$ cat config.mk
export PLATFORM = sky130hd
export DESIGN_NAME = per_task_delay_timer_table_top
export DESIGN_NICKNAME = d
export VERILOG_FILES = /design/src/sv/ptdt_pkg.sv /design/src/sv/ptdt_ram.sv /design/src/sv/ptdt_alu.sv /design/src/sv/per_task_delay_timer_table_top.sv
export SDC_FILE = /design/constraint.sdc
export NUM_CORES = 2
export LEC_CHECK = 0
export ABC_AREA = 1
export BUFFER_PORTS_ARGS = -buffer_cell sky130_fd_sc_hd__buf_2
export CAP_MARGIN = 20
export CORE_ASPECT_RATIO = 0.9
export CORE_MARGIN = 2
export CORE_UTILIZATION = 55
export DETAILED_ROUTE_END_ITERATION = 10
export HOLD_SLACK_MARGIN = 0.1
export PLACE_DENSITY = 0.74
export SETUP_SLACK_MARGIN = 0.4
export SYNTH_ARGS = -nofsm -noshare
export SYNTH_HDL_FRONTEND = slang
export SYNTH_SLANG_ARGS = --single-unit
$ cat constraint.sdc
create_clock -name clock -period 6.6 [get_ports clock]
set_clock_uncertainty 0.1 [all_clocks]
set_input_delay 0.66 -clock clock [delete_from_list [all_inputs] [get_ports clock]]
set_output_delay 0.66 -clock clock [all_outputs]
set_load 0.005 [all_outputs]
$ cat src/sv/ptdt_pkg.sv
`default_nettype none

package ptdt_pkg;

   localparam int TaskIdWidth = 5;
   localparam int TickWidth   = 32;

   // Request modes.
   localparam logic [1:0] MODE_TIME = 2'd0;
   localparam logic [1:0] MODE_REL  = 2'd1;
   localparam logic [1:0] MODE_ABS  = 2'd2;
   localparam logic [1:0] MODE_TICK = 2'd3;

   // Reply codes.
   localparam logic [1:0] RC_TIME = 2'd0;
   localparam logic [1:0] RC_DONE = 2'd1;
   localparam logic [1:0] RC_NEG  = 2'd2;
   localparam logic [1:0] RC_TICK = 2'd3;

   typedef struct packed {
      logic [1:0]             mode;
      logic [TaskIdWidth-1:0] task_id;
      logic [TickWidth-1:0]   amount;
   } req_type;

   typedef struct packed {
      logic [TaskIdWidth-1:0] dest_task;
      logic [1:0]             reply_code;
      logic [TickWidth-1:0]   now_ticks;
      logic                   last;
   } rsp_type;

   typedef struct packed {
      logic [TickWidth-1:0] a;
      logic [TickWidth-1:0] b;
      logic                 cin;
   } alu_in_type;

endpackage

`default_nettype wire

$ cat src/sv/ptdt_ram.sv
`default_nettype none

module ptdt_ram #(
   parameter int WIDTH = 32,
   parameter int DEPTH = 32
) (
   input  wire                       clock,
   input  wire                       wr_en,
   input  wire  [$clog2(DEPTH)-1:0]  wr_addr,
   input  wire  [WIDTH-1:0]          wr_data,
   input  wire  [$clog2(DEPTH)-1:0]  rd_addr,
   output logic [WIDTH-1:0]          rd_data
);

   logic [WIDTH-1:0] mem [DEPTH];

   always_ff @(posedge clock) begin
      if (wr_en) begin
         mem[wr_addr] <= wr_data;
      end
      rd_data <= mem[rd_addr];
   end

endmodule

`default_nettype wire

$ cat src/sv/ptdt_alu.sv
`default_nettype none

module ptdt_alu
   import ptdt_pkg::*;
(
   input  wire alu_in_type             alu_in,
   output logic [TickWidth-1:0]        sum
);

   // Subtraction is done by the caller passing the inverted operand and a carry in.
   assign sum = alu_in.a + alu_in.b + {{(TickWidth-1){1'b0}}, alu_in.cin};

endmodule

`default_nettype wire

$ cat src/sv/per_task_delay_timer_table_top.sv
`default_nettype none

// Channel   Ports                           Moves
// req       req_valid, req_ready, req_data  one request: mode, task_id, amount
// rsp       rsp_valid, rsp_ready, rsp_data  one reply: dest_task, reply_code, now_ticks, last
//
// A time query or delay runs in the execute state and returns to idle. A tick runs the
// execute, sweep and flush states; the slot table is swept one slot per cycle (held while
// an expiry waits on the reply register) through the single adder and the one read port
// of the slot memory. Reset clears the tick count and the per-slot valid bits; no
// clearing pass is needed. A waiting reply stalls the sweep only when a slot expires;
// a new request is taken while the last reply of the previous one still waits.

module per_task_delay_timer_table_top
   import ptdt_pkg::*;
#(
   parameter int NUM_TASKS = 32
) (
   input  wire          clock,
   input  wire          reset,
   input  wire          req_valid,
   output logic         req_ready,
   input  wire req_type req_data,
   output logic         rsp_valid,
   input  wire          rsp_ready,
   output rsp_type      rsp_data
);

   localparam int AW = $clog2(NUM_TASKS);

   typedef enum logic [4:0] {
      S_IDLE  = 5'b00001,
      S_EXEC  = 5'b00010,
      S_SWEEP = 5'b00100,
      S_FLUSH = 5'b01000,
      S_SPARE = 5'b10000
   } state_type;

   state_type              state_ff, state_in;
   req_type                req_ff, req_in;
   logic [TickWidth-1:0]   count_ff, count_in;
   rsp_type                hold_ff, hold_in;
   logic                   hold_valid_ff, hold_valid_in;
   rsp_type                rsp_ff;
   logic                   rsp_valid_ff;
   logic [AW-1:0]          rd_addr_ff, rd_addr_in;
   logic [NUM_TASKS-1:0]   valid_ff, valid_in;

   logic                   out_free;
   logic                   out_load;
   rsp_type                out_data;
   logic                   wr_en;
   logic [AW-1:0]          wr_addr;
   logic [TickWidth-1:0]   wr_data;
   logic [AW-1:0]          rd_addr;
   logic [TickWidth-1:0]   rd_data;
   logic [TickWidth-1:0]   slot_val;
   alu_in_type             alu_in;
   logic [TickWidth-1:0]   alu_sum;
   logic                   slot_in_range;
   logic                   done_hit;

   ptdt_ram #(
      .WIDTH(TickWidth),
      .DEPTH(NUM_TASKS)
   ) u_slots (
      .clock  (clock),
      .wr_en  (wr_en),
      .wr_addr(wr_addr),
      .wr_data(wr_data),
      .rd_addr(rd_addr),
      .rd_data(rd_data)
   );

   ptdt_alu u_alu (
      .alu_in(alu_in),
      .sum   (alu_sum)
   );

   assign out_free      = !rsp_valid_ff || rsp_ready;
   assign slot_in_range = int'(req_ff.task_id) < NUM_TASKS;
   // A slot that was never written since reset reads as idle.
   assign slot_val      = valid_ff[rd_addr_ff] ? rd_data : '0;
   assign done_hit      = (slot_val != '0) && (alu_sum == '0);

   always_comb begin
      state_in      = state_ff;
      req_in        = req_ff;
      count_in      = count_ff;
      hold_in       = hold_ff;
      hold_valid_in = hold_valid_ff;
      rd_addr_in    = rd_addr_ff;
      valid_in      = valid_ff;
      out_load      = 1'b0;
      out_data      = '0;
      wr_en         = 1'b0;
      wr_addr       = AW'(req_ff.task_id);
      wr_data       = req_ff.amount;
      rd_addr       = rd_addr_ff;
      alu_in        = '{a: count_ff, b: TickWidth'(1), cin: 1'b0};

      unique case (state_ff)
         S_IDLE: begin
            if (req_valid) begin
               req_in   = req_data;
               state_in = S_EXEC;
            end
         end
         S_EXEC: begin
            rd_addr    = '0;
            rd_addr_in = '0;
            unique case (req_ff.mode)
               MODE_TIME: begin
                  if (out_free) begin
                     out_load = 1'b1;
                     out_data = '{dest_task: req_ff.task_id, reply_code: RC_TIME,
                                  now_ticks: count_ff, last: 1'b1};
                     state_in = S_IDLE;
                  end
               end
               MODE_REL: begin
                  if (req_ff.amount != '0) begin
                     if (slot_in_range) begin
                        wr_en             = 1'b1;
                        valid_in[wr_addr] = 1'b1;
                     end
                     state_in = S_IDLE;
                  end else if (out_free) begin
                     out_load = 1'b1;
                     out_data = '{dest_task: req_ff.task_id, reply_code: RC_DONE,
                                  now_ticks: count_ff, last: 1'b1};
                     state_in = S_IDLE;
                  end
               end
               MODE_ABS: begin
                  alu_in = '{a: req_ff.amount, b: ~count_ff, cin: 1'b1};
                  if (alu_sum == '0) begin
                     if (out_free) begin
                        out_load = 1'b1;
                        out_data = '{dest_task: req_ff.task_id, reply_code: RC_DONE,
                                     now_ticks: count_ff, last: 1'b1};
                        state_in = S_IDLE;
                     end
                  end else if (alu_sum[TickWidth-1]) begin
                     if (out_free) begin
                        out_load = 1'b1;
                        out_data = '{dest_task: req_ff.task_id, reply_code: RC_NEG,
                                     now_ticks: '0, last: 1'b1};
                        state_in = S_IDLE;
                     end
                  end else begin
                     wr_data = alu_sum;
                     if (slot_in_range) begin
                        wr_en             = 1'b1;
                        valid_in[wr_addr] = 1'b1;
                     end
                     state_in = S_IDLE;
                  end
               end
               MODE_TICK: begin
                  count_in      = alu_sum;
                  hold_in       = '{dest_task: req_ff.task_id, reply_code: RC_TICK,
                                    now_ticks: '0, last: 1'b0};
                  hold_valid_in = 1'b1;
                  state_in      = S_SWEEP;
               end
               default: begin
                  state_in = S_IDLE;
               end
            endcase
         end
         S_SWEEP: begin
            // The held reply goes out only once a later one is known, so that
            // the final reply of the tick can carry the last flag.
            alu_in = '{a: slot_val, b: '1, cin: 1'b0};
            if (!(done_hit && !out_free)) begin
               if (slot_val != '0) begin
                  wr_en   = 1'b1;
                  wr_addr = rd_addr_ff;
                  wr_data = alu_sum;
               end
               if (done_hit) begin
                  out_load = 1'b1;
                  out_data = hold_ff;
                  hold_in  = '{dest_task: TaskIdWidth'(rd_addr_ff), reply_code: RC_DONE,
                               now_ticks: count_ff, last: 1'b0};
               end
               if (rd_addr_ff == AW'(NUM_TASKS - 1)) begin
                  state_in = S_FLUSH;
               end else begin
                  rd_addr    = rd_addr_ff + AW'(1);
                  rd_addr_in = rd_addr;
               end
            end
         end
         S_FLUSH: begin
            if (out_free) begin
               out_load      = 1'b1;
               out_data      = hold_ff;
               out_data.last = 1'b1;
               hold_valid_in = 1'b0;
               state_in      = S_IDLE;
            end
         end
         default: begin
            state_in = S_IDLE;
         end
      endcase
   end

   always_ff @(posedge clock) begin
      if (reset) begin
         state_ff      <= S_IDLE;
         count_ff      <= '0;
         hold_valid_ff <= 1'b0;
         rsp_valid_ff  <= 1'b0;
         valid_ff      <= '0;
         rd_addr_ff    <= '0;
      end else begin
         state_ff      <= state_in;
         count_ff      <= count_in;
         hold_valid_ff <= hold_valid_in;
         valid_ff      <= valid_in;
         rd_addr_ff    <= rd_addr_in;
         if (out_load) begin
            rsp_valid_ff <= 1'b1;
         end else if (rsp_ready) begin
            rsp_valid_ff <= 1'b0;
         end
      end
   end

   always_ff @(posedge clock) begin
      req_ff  <= req_in;
      hold_ff <= hold_in;
      if (out_load) begin
         rsp_ff <= out_data;
      end
   end

   assign req_ready = (state_ff == S_IDLE);
   assign rsp_valid = rsp_valid_ff;
   assign rsp_data  = rsp_ff;

`ifndef SYNTHESIS
   a_idle_no_held: assert property (@(posedge clock) disable iff (reset)
      (state_ff == S_IDLE) |-> !hold_valid_ff)
      else $error("held reply left over while idle");

   a_sweep_has_held: assert property (@(posedge clock) disable iff (reset)
      (state_ff == S_SWEEP || state_ff == S_FLUSH) |-> hold_valid_ff)
      else $error("sweep running without a held reply");

   a_tick_counts: assert property (@(posedge clock) disable iff (reset)
      (state_ff == S_EXEC && req_ff.mode == MODE_TICK)
      |=> (count_ff == $past(count_ff) + TickWidth'(1)))
      else $error("tick did not advance the count by one");

   a_load_when_free: assert property (@(posedge clock) disable iff (reset)
      out_load |-> out_free)
      else $error("reply register overwritten while occupied");
`endif

endmodule

`default_nettype wire

After elaboration in Yosys (flattened, before gate mapping)

Memory sizes are Yosys's and may differ from the RTL's. A register that Yosys moved wholly into a read port is not among the register bits.
Cells that the tools add are included.
W data, S select, Z words.

Register bits: 194
Latch bits: 0
Bits in writable memories: 1,024
Bits in read-only memories: 0
Input bits: 43
Output and inout port bits: 42
Memories: 1

Add/subtract/negate cells: 3
Multipliers: 0
Div/mod/pow operators: 0
Order comparisons: 3
Equality and inequality tests: 16
Shift operators: 0
Muxes and demuxes: 66
Bitwise gates (word level): 2
Reduce and logical (&&, ||, !) cells: 18

Memories:

| name        | depth | width | read ports | clocked after Yosys merged registers in | write ports | line           | RTL |
|---|---|---|---|---|---|---|---|
| u_slots.mem | 32    | 32    | 1          | 1                                       | 1           | ptdt_ram.sv:15 | `logic [WIDTH-1:0] mem [DEPTH];` |

Operators with widths:

| operator              | count |
|---|---|
| $mux W40              | 12 |
| $mux W32              | 9 |
| $pmux W40 S3          | 2 |
| $pmux W65 S2          | 1 |
| $pmux W32 S2          | 2 |
| $pmux W40 S2          | 1 |
| $mux W65              | 1 |
| $reduce_bool A32 Y1   | 2 |
| $mux W5               | 12 |
| $pmux W5 S4           | 2 |
| $add A32 B1 Y32       | 1 |
| $add A32 B32 Y32      | 1 |
| $logic_not A32 Y1     | 1 |
| $not A32 Y32          | 1 |
| $or A32 B32 Y32       | 1 |
| $mux W1               | 17 |
| $ne A2 B2 Y1 const B  | 7 |
| $lt A5 B6 Y1 const B  | 2 |
| $pmux W5 S2           | 1 |
| $pmux W1 S3           | 2 |
| $reduce_bool A2 Y1    | 3 |
| $add A5 B1 Y5 const B | 1 |
| $bmux W1 S5           | 1 |
| $demux W1 S5          | 1 |
| other kinds (18)      | 24 |

Longest topological paths before layout

Word-level depth: 13
Gate-level depth with buffers: 46
Mapped depth without buffers: 41

Hierarchy

From an unflattened synthesis, not the netlist that was laid out.

Cells, all modules: 5,303
Area, all modules: 54,701.2 µm²

By module, submodules not included:

| module                         | instances | cells an instance | area each (µm²) | sequential area each (µm²) |
|---|---|---|---|---|
| ptdt_ram                       | 1         | 3,536             | 42,405.7        | 31,390.1 |
| per_task_delay_timer_table_top | 1         | 1,262             | 9,917.0         | 5,014.8 |
| ptdt_alu                       | 1         | 505               | 2,378.5         | 0.0 |

Least setup slack after synthesis

OpenSTA, ideal clock, no wires.

Path type: register -> register
Start point: register rd_addr_ff[0]
End point: memory u_slots.mem[13][0] (enable)
Library setup time: 0.421 ns
Arrival time: 6.124 ns
Path slack: -0.045 ns
Stages on the path, launching flop included: 41
Buffers on the path: 4
Period minus slack after synthesis: 6.645 ns
Path through: dfxtp_1 -> inv_2 -> buf_4 -> nand2_1 -> nand3_1 -> nand3_1 -> nand2_1 -> nand2_1 -> nand3_1 -> and2_1 -> buf_4 -> clkbuf_1 -> nand3_1 -> o221ai_1 -> fa_1 -> inv_1 -> fa_1 -> inv_1 -> [... 5 more ...] -> nand2_1 -> nand2_1 -> nand2_1 -> nand2_1 -> nand2_1 -> nand2_1 -> nor2_2 -> nand4_1 -> nor2_1 -> nand4_2 -> nand2_1 -> nor2_2 -> inv_2 -> buf_4 -> nand2_1 -> o21ai_0 -> nand3_1 -> nor2_1

Cells in the longest elaborated chain, start to end: 13
Elaborated cells on any way between the ends: 21

Ends and longest elaborated chain:

| item                                                                      | line                                  | RTL |
|---|---|---|
| start: declaration                                                        | per_task_delay_timer_table_top.sv:46  | `logic [AW-1:0] rd_addr_ff, rd_addr_in;` |
| start signal: assignment                                                  | per_task_delay_timer_table_top.sv:224 | `rd_addr_ff <= rd_addr_in;` |
| parallel branches: the longest is 13 deep, another holds $add A32 B32 Y32 | -                                     |  |
| end: declaration                                                          | ptdt_ram.sv:15                        |  |

Several ways; the timed one is not identified. The select of a mux whose other input is x is not followed.

Final worst setup path

Start point: register rd_addr_ff[0]
End point: register u_slots.rd_data[16], read port of u_slots.mem

Cells in the longest elaborated chain, start to end: 11
Elaborated cells on any way between the ends: 15

Ends and longest elaborated chain:

| item                          | line                                  | RTL |
|---|---|---|
| $bmux W1 S5                   | per_task_delay_timer_table_top.sv:83  | `assign slot_val = valid_ff[rd_addr_ff] ? rd_data : '0;` |
| $mux W1 (not written as such) | per_task_delay_timer_table_top.sv:83  |  |
| $mux W32                      | per_task_delay_timer_table_top.sv:83  |  |
| $pmux W65 S2                  | per_task_delay_timer_table_top.sv:102 | `unique case (state_ff)` |
| $add A32 B32 Y32              | ptdt_alu.sv:11                        | `assign sum = alu_in.a + alu_in.b + {{(TickWidth-1){1'b0}}, alu_in.cin};` |
| $add A32 B1 Y32               | ptdt_alu.sv:11                        |  |
| $logic_not A32 Y1             | per_task_delay_timer_table_top.sv:84  | `assign done_hit = (slot_val != '0) && (alu_sum == '0);` |
| $logic_and A1 B1 Y1           | per_task_delay_timer_table_top.sv:84  |  |
| $logic_and A1 B1 Y1           | per_task_delay_timer_table_top.sv:176 | `if (!(done_hit && !out_free)) begin` |
| $mux W5                       | -                                     |  |
| $pmux W5 S2 (*)               | per_task_delay_timer_table_top.sv:102 |  |
| end: declaration              | ptdt_ram.sv:12                        | `output logic [WIDTH-1:0] rd_data` |

Every way passes the cells marked *; elsewhere a longest branch is shown, timed or not. The select of a mux whose other input is x is not followed.
A chain may end at the register's enable or synchronous reset.

==> results.md <==
- Status: finished clean
- Synth unique cells: slightly above 50
- TNS Setup: 0 ns
- Ys async rst share: 0%
- Starting DRT DRC Count: 6657
- Via count: around 44k
- Crit start category: flip-flop
- Vias in the first global route: about 42k
- Detailed-route DRC error count: 0
- P per Cell Area: around 230 nW/um2
- Rel. slew slack: roughly 18%
- Post-synth EDFFs: ~1.1k
- Layout cells sized above 1: roughly an eighth
- Measured slew at the worst slew-check pin: 1.21 ns
- Min-delay src: req_valid
- DIE WIDTH: 346 um
- Synth area leaders: edfxtp_1 59%, nand3_1 9.6%, nand2_1 7.1%
- Total gr overflow: 0
- Leak: around 27 nW
- CTS Buf Count: around 120
- Post-Place Cells: 7037
- Final hold vios: 0
- CP Data Required Time: just over 7 ns
- Final net count: 5946
- Max VDD drop: roughly 230 uV
- Tmin final: 6.02 ns
- Drt wl/cell: 24.1 um
- Port Buffers: 84
- Syn Nets: 5745
- Fmax: roughly 0.17 GHz
- Routed WL: ~180000 um
- Reg2reg start: rd_addr_ff[0]
- Slowest cell on the critical path: ha_1
- Layout fillers: 7825
- Clk buf depth: 3
- All-layer global routing usage: 31.9%
- Clk_lat worst skew: ~0.75 ns
- Synth cell count leaders: 1141 x edfxtp_1, 1105 x nand3_1, 1102 x nand2_1
- Endpoint class of the critical path: flip-flop
- Mapped cell area: just under 60000 um2
- Avg Vias per Cell: around 6
- Synth Warn #: 0
- Top FF cell, synth: edfxtp_1
- Detail Route Antenna Nets: 0
- TritonCTS clock tree: built
- HP Class: in2reg
- Largest fanout on the critical path: 39
- Largest area contributor in the netlist: edfxtp_1
- Clk Tree Root Cell: clkbuf_16
- First-pass GRT wire length: around 260000 um
- Setup-failing EPs final: 0
- Final GP Congestion: slightly below 1
- Max incr delay on CP: 0.43 ns
- Largest net degree at the start of global routing: around 170
- Yosys top cell area share: 59.2%
- Setup WS post-layout: ~0.58 ns
- Cell count after synthesis: approximately 5.7k
- Crit path kind: reg2reg
- DR pass1 iterations: 8
- Core ar.: between 100000 and 150000 um2
- #FFs+latches synth: roughly 1.2k
- Placement Rows: between 100 and 150
- RSZ-0062 raised after global routing: yes
- ANT cells: 0
- Die height: 312 um
- Reg-to-reg setup timing slack: between 0.5 and 0.6 ns
- Clock sink count: 1248
- Place WS: between 0.1 and 0.15 ns
- Die area: approximately 110000 um2
- Worst-path clk slew: roughly 0.06 ns
- Critical Path AT: roughly 6.5 ns
- Avg Inst Size Synth: roughly 10 um2
- Design area: a little under 70000 um2
- Fin cells: ~7.3k
- # IOs: 85
- Max-cap viol count: 0
- Most used cell, CP: nand2_1
- Slew Limit Fails: 0
- Hold Crit Depth: 4
- H-Tree Level Count: 3
- Seq/Total Area, Yosys: around 63%
- Worst R2R End: u_slots.rd_data[16]
- Post-DP HPWL: ~110000 um
- Layout Utilization: about two thirds
- Initial Util: between 50% and 60%
- WHS Endpoint: state_ff[0]
- Initial antenna violation count: 1
- Cell with the most instances after synthesis: edfxtp_1
- DP Area: around 62000 um2
- Layout area overhead: 16.6%
- R2r worst-path depth: 36
- Period utilization: 91.3%
## final cells by class
type / count / area [um2] / share of cell area [%]
Tap cell: 1368 / 1710 / 2.54
Clock inverter: 70 / 707 / 1.05
Multi-Input combinational cell: 3232 / 17100 / 25.4
Timing Repair Buffer: 425 / 5270 / 7.82
Sequential cell: 1248 / 36400 / 54.0
Clock buffer: 149 / 3060 / 4.53
Inverter: 842 / 3180 / 4.71
## sequential cells by signal (all words and copies together), names as in the netlist
| name | cells |
|---|---|
| count_ff | 32 |
| hold_ff | 38 |
| rd_addr_ff | 5 |
| req_ff | 39 |
| rsp_data | 40 |
| rsp_valid | 1 |
| state_ff | 5 |
| u_slots.mem | 1024 |
| u_slots.rd_data | 32 |
| valid_ff | 32 |
## cell usage in the layout (no fill, tap or decap), types with 32 or more instances in the layout
| master | count |
|---|---|
| buf_12 | 139 |
| dfxtp_1 | 106 |
| a32o_1 | 33 |
| nand3b_1 | 425 |
| buf_2 | 84 |
| a21oi_1 | 82 |
| inv_1 | 826 |
| dlygate4sd3_1 | 39 |
| nor2_4 | 39 |
| nand2_1 | 1078 |
| o21ai_0 | 105 |
| clkbuf_16 | 125 |
| edfxtp_1 | 1141 |
| buf_4 | 131 |
| nand3_1 | 1102 |
| o221ai_1 | 32 |
| nor2_1 | 119 |
## how the worst max path moves through the flow
| stage | start | endpoint | slack (ns) | cells past startpoint |
|---|---|---|---|---|
| floorplan | rd_addr_ff[0] | u_slots.mem[13][0] | -0.05 | 40 |
| global placement | rd_addr_ff[0] | u_slots.mem[23][0] | 0.05 | 37 |
| detailed placement | rd_addr_ff[0] | u_slots.mem[17][2] | 0.15 | 37 |
| CTS | rd_addr_ff[0] | u_slots.rd_data[21] | 0.42 | 38 |
| global route | rd_addr_ff[0] | u_slots.rd_data[21] | 0.37 | 38 |
| finish | rd_addr_ff[0] | u_slots.rd_data[16] | 0.58 | 36 |
## logic make-up after synthesis
logic type / share of synthesized area, %
flops: 62.9
fa+ha+maj: 0.826
simple gates: 24.0
other cells: 0.00648
buf+inv: 8.59
compound gates: 3.57
xor+xnor: 0.106
## metal layers
metal,track usage [%],routed length (um),up-vias
met4,14.1,8700,0
met2,49.2,80100,2786
met3,5.62,19800,492
li1,-,-,19756
met1,44.5,67900,21159
met5,0,0,-
## critical path: cells and delay by family, from the launching register on
kind,cells,cell delay [ns]
AOI/OAI and AO/OA,5,0.76
buffers and inverters,7,1.18
and+or+nand+nor,23,2.96
DFF,1,0.37
adders and majority gates,1,0.43
## power breakdown
part           switching, mW  internal [mW]  total [mW]  leakage, nW
Combinational          0.194         0.0798       0.273         13.6
Clock                   3.00           3.75        6.75         1.83
Sequential            0.0180           8.61        8.62         11.3
Total                   3.21           12.4        15.6         26.7
## metrics by stage
stage | power [mW] | hold WS, ns
2_1_floorplan | 8.90 | 0.330
3_3_place_gp | 9.03 | 0.338
3_5_place_dp | 9.04 | 0.346
4_1_cts | 15.7 | 0.225
5_1_grt | 16.0 | 0.251
6_report | 15.6 | 0.253
## timing repair
item | 4_1_cts | 5_1_grt
resized for setup | 16 | 95
buffers inserted | 5 | 22
setup endpoints to repair | 1116 | 2020
hold buffers | 39 | 0
endpoints found under the hold margin | 39 | 0
pin swaps | 3 | 24
cloned | 1 | 9
Note: power is estimated with default switching activity, not from simulation.
